**config.mk**
```make
export PLATFORM = sky130hd
export DESIGN_NAME = telnet_command_filter
export DESIGN_NICKNAME = d
export VERILOG_FILES = /design/src/sv/tcf_pkg.sv /design/src/sv/tcf_parser.sv /design/src/sv/tcf_out_buf.sv /design/src/sv/telnet_command_filter.sv
export SDC_FILE = /design/constraint.sdc
export NUM_CORES = 1
export LEC_CHECK = 0
export BUFFER_PORTS_ARGS = -buffer_cell sky130_fd_sc_hd__buf_2
export CORE_UTILIZATION = 61
export DETAILED_ROUTE_END_ITERATION = 8
export GPL_ROUTABILITY_DRIVEN = 0
export PLACE_DENSITY_LB_ADDON = 0.2
export SYNTH_ARGS = -nofsm -noshare
export SYNTH_HDL_FRONTEND = slang
export SYNTH_SLANG_ARGS = --single-unit
```
**constraint.sdc**
```tcl
create_clock -name clk -period 6 [get_ports clk]
set_clock_uncertainty 0.2 [all_clocks]
set_input_delay 0.9 -clock clk [delete_from_list [all_inputs] [get_ports clk]]
set_output_delay 0.9 -clock clk [all_outputs]
set_load 0.02 [all_outputs]
```
**src/sv/tcf_pkg.sv**
```systemverilog
package tcf_pkg;

  localparam logic [7:0] IAC  = 8'd255;
  localparam logic [7:0] DONT = 8'd254;
  localparam logic [7:0] DO   = 8'd253;
  localparam logic [7:0] WONT = 8'd252;
  localparam logic [7:0] WILL = 8'd251;
  localparam logic [7:0] SB   = 8'd250;
  localparam logic [7:0] SE   = 8'd240;

  localparam logic [7:0] OPT_ECHO = 8'd1;
  localparam logic [7:0] OPT_SGA  = 8'd3;

  localparam logic [7:0] CR   = 8'd13;
  localparam logic [7:0] LF   = 8'd10;
  localparam logic [7:0] NUL  = 8'd0;

  localparam int RUN_MAX = 3;

  typedef struct packed {
    logic [1:0]                cnt;
    logic                      to_client;
    logic [RUN_MAX-1:0][7:0]   bytes;
  } run_t;

endpackage

```
**src/sv/tcf_parser.sv**
```systemverilog
module tcf_parser (
  input  logic              clk,
  input  logic              rst_n,
  input  logic              step,
  input  logic [7:0]        byte_in,
  output tcf_pkg::run_t     run
);

  typedef enum logic [2:0] {
    MODE_DATA    = 3'd0,
    MODE_CMD     = 3'd1,
    MODE_OPTION  = 3'd2,
    MODE_SUB     = 3'd3,
    MODE_SUB_IAC = 3'd4
  } mode_t;

  typedef enum logic [1:0] {
    VERB_DO   = 2'd0,
    VERB_DONT = 2'd1,
    VERB_WILL = 2'd2,
    VERB_WONT = 2'd3
  } verb_t;

  mode_t mode_r, mode_nxt;
  verb_t verb_r, verb_nxt;
  logic  cr_r, cr_nxt;

  always_comb begin
    mode_nxt = mode_r;
    verb_nxt = verb_r;
    cr_nxt   = 1'b0;
    run      = '0;
    case (mode_r)
      MODE_CMD: begin
        mode_nxt = MODE_DATA;
        case (byte_in)
          tcf_pkg::IAC: begin
            run.cnt      = 2'd1;
            run.bytes[0] = tcf_pkg::IAC;
          end
          tcf_pkg::DO: begin
            verb_nxt = VERB_DO;
            mode_nxt = MODE_OPTION;
          end
          tcf_pkg::DONT: begin
            verb_nxt = VERB_DONT;
            mode_nxt = MODE_OPTION;
          end
          tcf_pkg::WILL: begin
            verb_nxt = VERB_WILL;
            mode_nxt = MODE_OPTION;
          end
          tcf_pkg::WONT: begin
            verb_nxt = VERB_WONT;
            mode_nxt = MODE_OPTION;
          end
          tcf_pkg::SB: mode_nxt = MODE_SUB;
          default: mode_nxt = MODE_DATA;
        endcase
      end
      MODE_OPTION: begin
        mode_nxt = MODE_DATA;
        if (verb_r == VERB_DO && byte_in != tcf_pkg::OPT_ECHO
            && byte_in != tcf_pkg::OPT_SGA) begin
          run.cnt       = 2'd3;
          run.to_client = 1'b1;
          run.bytes[0]  = tcf_pkg::IAC;
          run.bytes[1]  = tcf_pkg::WONT;
          run.bytes[2]  = byte_in;
        end else if (verb_r == VERB_WILL && byte_in != tcf_pkg::OPT_SGA) begin
          run.cnt       = 2'd3;
          run.to_client = 1'b1;
          run.bytes[0]  = tcf_pkg::IAC;
          run.bytes[1]  = tcf_pkg::DONT;
          run.bytes[2]  = byte_in;
        end
      end
      MODE_SUB: begin
        if (byte_in == tcf_pkg::IAC) begin
          mode_nxt = MODE_SUB_IAC;
        end
      end
      MODE_SUB_IAC: begin
        mode_nxt = (byte_in == tcf_pkg::SE) ? MODE_DATA : MODE_SUB;
      end
      default: begin
        mode_nxt = MODE_DATA;
        if (byte_in == tcf_pkg::IAC) begin
          mode_nxt = MODE_CMD;
        end else if (byte_in == tcf_pkg::CR) begin
          run.cnt      = 2'd1;
          run.bytes[0] = byte_in;
          cr_nxt       = 1'b1;
        end else if (cr_r && (byte_in == tcf_pkg::NUL || byte_in == tcf_pkg::LF)) begin
          run.cnt = 2'd0;
        end else begin
          run.cnt      = 2'd1;
          run.bytes[0] = byte_in;
        end
      end
    endcase
  end

  always_ff @(posedge clk) begin
    if (!rst_n) begin
      mode_r <= MODE_DATA;
      verb_r <= VERB_DO;
      cr_r   <= 1'b0;
    end else if (step) begin
      mode_r <= mode_nxt;
      verb_r <= verb_nxt;
      cr_r   <= cr_nxt;
    end
  end

endmodule

```
**src/sv/tcf_out_buf.sv**
```systemverilog
module tcf_out_buf (
  input  logic           clk,
  input  logic           rst_n,
  input  logic           load,
  input  tcf_pkg::run_t  run,
  output logic           can_load,
  output logic           out_valid,
  input  logic           out_ready,
  output logic [7:0]     out_byte,
  output logic           out_to_client,
  output logic           out_last_of_run
);

  logic [tcf_pkg::RUN_MAX-1:0][7:0] byte_r;
  logic                             tc_r;
  logic [1:0]                       cnt_r;

  assign out_valid       = (cnt_r != 2'd0);
  assign out_byte        = byte_r[0];
  assign out_to_client   = tc_r;
  assign out_last_of_run = (cnt_r == 2'd1);
  assign can_load        = (cnt_r == 2'd0) || ((cnt_r == 2'd1) && out_ready);

  always_ff @(posedge clk) begin
    if (!rst_n) begin
      cnt_r <= 2'd0;
    end else if (load) begin
      cnt_r <= run.cnt;
    end else if (out_valid && out_ready) begin
      cnt_r <= cnt_r - 2'd1;
    end
  end

  always_ff @(posedge clk) begin
    if (load) begin
      byte_r <= run.bytes;
      tc_r   <= run.to_client;
    end else if (out_valid && out_ready) begin
      byte_r[0] <= byte_r[1];
      byte_r[1] <= byte_r[2];
    end
  end

endmodule

```
**src/sv/telnet_command_filter.sv**
```systemverilog
// channel  ports                                              direction
// in       in_valid in_ready in_byte                          network -> block
// out      out_valid out_ready out_byte out_to_client         block -> sink
//          out_last_of_run
//
// One byte per cycle in; each byte leaves 0, 1 or 3 results, one per cycle,
// both unless stalled. Path: input register, then parse to result register.
// A 3-byte refusal holds the input register until its last result is taken.
// rst_n is synchronous; parser returns to data mode, both stages empty.
// A stalled out_ready backs up through the result register to in_ready.
module telnet_command_filter (
  input  logic       clk,
  input  logic       rst_n,
  input  logic       in_valid,
  output logic       in_ready,
  input  logic [7:0] in_byte,
  output logic       out_valid,
  input  logic       out_ready,
  output logic [7:0] out_byte,
  output logic       out_to_client,
  output logic       out_last_of_run
);

  logic          in_valid_r;
  logic [7:0]    in_byte_r;
  logic          can_load;
  logic          step;
  tcf_pkg::run_t run;

  assign step     = in_valid_r && can_load;
  assign in_ready = !in_valid_r || step;

  always_ff @(posedge clk) begin
    if (!rst_n) begin
      in_valid_r <= 1'b0;
    end else if (in_ready) begin
      in_valid_r <= in_valid;
    end
  end

  always_ff @(posedge clk) begin
    if (in_ready) begin
      in_byte_r <= in_byte;
    end
  end

  tcf_parser u_parser (
    .clk     (clk),
    .rst_n   (rst_n),
    .step    (step),
    .byte_in (in_byte_r),
    .run     (run)
  );

  tcf_out_buf u_out (
    .clk             (clk),
    .rst_n           (rst_n),
    .load            (step),
    .run             (run),
    .can_load        (can_load),
    .out_valid       (out_valid),
    .out_ready       (out_ready),
    .out_byte        (out_byte),
    .out_to_client   (out_to_client),
    .out_last_of_run (out_last_of_run)
  );

endmodule

```
==> impl_metrics.ini, run 1 <==
[outcome]
outcome = completed

[logic_synthesis]
synth_fp_nets = 189
ys_seq_area_share_pct = 58.1
netlist.area_leader.share_pct = 49.1
yosys.area.top_type = edfxtp_1
syn_area_sq_um = 2020
synth_cell_type_count = 46
post_synth.cell_area_avg_sq_um = 11.5
synth_flop_cell = edfxtp_1
async_flop_share_pct = 0
yosys_warnings = 0
synth-seq-cells = 42
synth-edff-count = 33
synthTopCellsByArea = edfxtp_1, dfxtp_1, nor2_1, buf_4, nand4_1
syn_inst = 175

[finish]
final_core_util_pct = 69.4
syn_to_final_growth_pct = 6.76
layout.nets = 204
fin_cells = 235
drive_above_1_share_pct = 23.6
insertedDiodeCount = 0

[floorplan]
die_x_um = 59.5
row_count = 20
ios = 24
initial_core_util_pct = 65.0
die_h_um = 59.5
die_area_sq_um = 3540
core-area_sq_um = 3100

[clock_tree]
clock_latency_ns = 0.35
root_buffer = clkbuf_4
cts_setup_buffers = 0
numClockSinks = 42
cts_resized = 0
cts_made_buffers = 5
cts_tree = done
cts_hold_buf = 0
path_clk_slew_ns = 0.12
cts-htree-levels = 2
clock_path_buffers = 2

[drt]
vias = 1371
drt-initial-drc-count = 108
firstDrtPassIters = 4
drcViolationCount = 0
ant_nets = 0
vias_per_cell = 5.83
wire_per_inst_um = 15.0
wl_mm = 3.52

[grt]
grt_usage_pct = 22.1
antenna_found_initial = 0
grt_pass1_wl_mm = 5.53
grt_max_degree = 27
first_global_vias = 1192
overflow = 0

[pwr]
ir_drop_uv = 182
p_per_area_nw_per_um2 = 379
p_leak_nw = 0.837

[sta]
fmax_mhz = 303
fin_setup_tns_ns = 0
hold_viol_final = 0
worstMarginPinSlew_ns = 0.732
min_period_over_period_pct = 55.0
slew_violations = 0
slew_headroom_pct = 50.9
fin_crit_ns = 3.30
rsz0062_at_grt = no
finalSetupViolCount = 0

[worst_setup_path]
startpoint_type = flop
worst_ep_arrival_time_ns = 3.22
crit_path_max_fanout = 26
worstSetupPathType = reg -> reg
worstPathRequired_ns = 5.93
critical_path.endpoint_type = flop

[placed_design]
place_inst = 227
port-buffer-count = 23
dp_hpwl_mm = 2.53

[hold_path]
min_path_type = reg -> reg

[run]
cap_violations = 0
-- final timing paths --
| kind | depth (start not counted) | slack (ns) | startpoint | to |
|---|---|---|---|---|
| max | 7 | 2.70 | u_out.cnt_r[0] | u_out.byte_r[11] |
| min | 2 | 0.30 | u_parser.cr_r | u_parser.cr_r |
| max reg2reg | 7 | 2.70 | u_out.cnt_r[0] | u_out.byte_r[11] |
| min reg2reg | 2 | 0.30 | u_parser.cr_r | u_parser.cr_r |
-- flip-flops by register name (all words and copies together), names as in the netlist --
name	count
u_out.byte_r	16
in_byte_r	8
u_out.out_byte	8
u_parser.mode_r	3
u_out.cnt_r	2
u_parser.verb_r	2
in_valid_r	1
u_out.out_to_client	1
u_parser.cr_r	1
-- power breakdown --
part,switching (mW),internal (mW)
registers,0.0348,0.399
logic,0.153,0.0838
clock network,0.0881,0.0569
-- logic make-up after synthesis --
group / Yosys count / synth area share [%]
AO/OA/AOI/OAI: 34 / 13.0
XOR/XNOR: 2 / 0.869
adder cells (fa/ha/maj): 2 / 1.24
buffers and inverters: 28 / 7.07
flip-flops: 42 / 58.1
multiplexers: 3 / 1.49
AND/OR/NAND/NOR: 64 / 18.2
-- critical path, cell delays in order, from the launching register on --
cell      delay, ns
dfxtp_1        0.40
inv_1          0.06
ha_1           0.23
a21oi_1        0.21
nand2b_1       0.48
clkinv_1       0.75
and2_1         0.52
a21o_2         0.22
-- cell usage in the layout, fill, tap and decap left out, types with 2 or more instances in the layout --
cell type  synthesis  layout
nand3b_1           2       2
a21oi_1            4       4
buf_2              0      23
clkbuf_4           0       5
nor2_1            19      19
nand2b_1           2       2
nand2_1            9       9
ha_1               2       2
mux2i_1            3       3
and2_2             3       3
and3_1             2       2
a31oi_1            4       4
a21boi_0           2       2
inv_1             12      12
nand3_1            4       4
nand4_1            8       8
o22ai_1            8       8
o21ai_0            4       4
a21o_2             5       5
edfxtp_1          33      33
and2_1             3       3
dfxtp_1            9       9
-- final cells by class --
class	count	area, sq um
Tap cell	44	55.1
Clock buffer	7	55.1
Sequential cell	42	1170
Fill cell	234	950
Clock inverter	1	5.00
Multi-Input combinational cell	105	703
Inverter	13	48.8
Timing Repair Buffer	23	115
-- per-layer routing --
metal  share of wire, %  GRT usage (%)  up-vias
met1                 43           28.2      631
li1                   -              -      665
met3                8.1           7.21        7
met2                 47           35.3       68
met5                  0              0        -
met4                1.6           8.31        0
-- per-stage QoR --
stage | power [mW] | hold WS, ns | setup WS [ns] | instance area (sq um)
floorplan | 0.633 | 0.241 | 3.49 | 2020
global placement | 0.668 | 0.258 | 2.47 | 2090
detailed placement | 0.675 | 0.282 | 2.35 | 2090
CTS | 0.818 | 0.299 | 2.71 | 2150
global route | 0.857 | 0.323 | 2.43 | 2150
finish | 0.816 | 0.296 | 2.70 | 2150
-- cell usage after synthesis, types with 4 or more instances --
cell and number:
a21o_2 5, nand2_1 9, o22ai_1 8, a31oi_1 4
buf_4 8, nand4_1 8, dfxtp_1 9, o21ai_0 4
nor2_1 19, clkbuf_1 5, nand3_1 4, edfxtp_1 33
inv_1 12, a21oi_1 4
Power figures use the tool's default switching activity.
==> inputs of run 2 (changes only) <==
--- a/config.mk
+++ b/config.mk
@@ -6,7 +6,7 @@
 export NUM_CORES = 1
 export LEC_CHECK = 0
 export BUFFER_PORTS_ARGS = -buffer_cell sky130_fd_sc_hd__buf_2
-export CORE_UTILIZATION = 61
+export CORE_UTILIZATION = 51
 export DETAILED_ROUTE_END_ITERATION = 8
 export GPL_ROUTABILITY_DRIVEN = 0
 export PLACE_DENSITY_LB_ADDON = 0.2
==> constraint.sdc (replaced) <==
create_clock -name clk -period 2.8 [get_ports clk]
set_clock_uncertainty 0.2 [all_clocks]
set_input_delay 0.42 -clock clk [delete_from_list [all_inputs] [get_ports clk]]
set_output_delay 0.42 -clock clk [all_outputs]
set_load 0.02 [all_outputs]
==> impl_metrics.ini, run 2 (synthesis gave the netlist of run 1 again) <==
[outcome]
outcome = completed

[worst_setup_path]
crit_path_max_fanout = 8
worstPathRequired_ns = 2.61
r2r-end = u_out.out_byte[0]
crit_buf_inv = 0
cpMaxStageDelayCell = nor3_2
critical_path.endpoint_type = flop
critPathTopFamily = simple AND/OR/NAND/NOR gates
critical_path_depth = 4
worstSetupPathType = reg -> reg
worst_ep_arrival_time_ns = 2.18
startpoint_type = flop
startpoint = in_byte_r[6]
cp-endpoint = u_out.out_byte[0]
reg2reg_setup_slack_ns = 0.43
crit_path_cell_trace = nor4_4, a41oi_4, nor3_2, o22ai_1
cpPeakStageDelay_ns = 0.52
ff2ff_path_depth = 4
timing.rr.start = in_byte_r[6]

[drt]
ant_nets = 0
vias_per_cell = 5.62
drcViolationCount = 0
drt-initial-drc-count = 131
wire_per_inst_um = 15.4
wl_mm = 3.72
vias = 1355
firstDrtPassIters = 5

[finish]
syn_to_final_growth_pct = 10.0
fillCellCount = 313
largest_reg_flops = 16
regMostFlops = u_out.byte_r
layout.nets = 206
insertedDiodeCount = 0
seq_area_sq_um = 1170
final_common_cell = edfxtp_1
multi_input_area_sq_um = 703
drive_above_1_share_pct = 23.8
final_cell_mix = edfxtp_1, buf_2, nor2_1
fin_cells = 241

[pwr]
p_leak_nw = 0.864
power.total_mw = 1.90
ir_drop_uv = 451
p_per_area_nw_per_um2 = 858

[sta]
rsz0062_at_grt = no
hold_viol_final = 0
min_period_over_period_pct = 84.6
worstMarginPinSlew_ns = 0.660
fmax_mhz = 422
slew_violations = 0
fin_setup_tns_ns = 0
finalSetupViolCount = 0
hold_slack_ns = 0.103
slew_headroom_pct = 55.9
setup_ws_ns = 0.432
fin_crit_ns = 2.37

[grt]
grt_pass1_wl_mm = 6.02
antenna_found_initial = 0
grt_max_degree = 19
first_global_vias = 1300
overflow = 0
grt_usage_pct = 19.7

[run]
cap_violations = 0

[placed_design]
dp_slack_ns = 0.441
dp_hpwl_mm = 2.66
place_inst = 233
port-buffer-count = 23

[floorplan]
die_h_um = 64.9
die_x_um = 64.9
ios = 24
row_count = 22
initial_core_util_pct = 54.3
core-area_sq_um = 3720
die_area_sq_um = 4210

[clock_tree]
cts_resized = 0
numClockSinks = 42
clock_path_buffers = 2
cts_tree = done
root_buffer = clkbuf_8
clock_latency_ns = 0.29
cts_setup_buffers = 0
path_clk_slew_ns = 0.08
cts-htree-levels = 2
cts_made_buffers = 5
cts_hold_buf = 0

[hold_path]
min-delay-start = in_byte[1]
min_path_type = in -> reg
run 2: cell type report:
cell class                 instances  share of cell area, %
sequential                        42                   52.8
timing repair buffer              25                   5.86
inverter                          13                   2.20
multi-input combinational        105                   31.7
clock inverter                     2                   1.52
tap                               48                   2.71
clock buffer                       6                   3.27
run 2: per-stage QoR:
stage | area [sq um] | util (%)
global placement | 2110 | 56.9
finish | 2220 | 59.7
detailed placement | 2110 | 56.9
global route | 2220 | 59.7
floorplan | 2020 | -
CTS | 2220 | 59.7
run 2: worst min path at each step:
stage	slack [ns]	to	cells after the start
CTS	0.1	in_byte_r[4]	1
floorplan	0.24	u_parser.cr_r	2
finish	0.10	in_byte_r[1]	1
global placement	0.26	u_parser.cr_r	2
global route	0.09	in_byte_r[0]	1
detailed placement	0.29	u_parser.cr_r	2
run 2: power breakdown:
group	internal (mW)	leakage, nW	total [mW]	switching [mW]
clock	0.263	0.0528	0.461	0.198
sequential	0.855	0.397	0.927	0.0720
combinational	0.186	0.414	0.516	0.330
run 2: per-layer routing:
metal / part of all wire, % / GRT usage, %
met5: 0 / 0
met4: 2.3 / 9.44
met3: 6.7 / 5.81
met2: 47 / 32.3
met1: 44 / 23.4
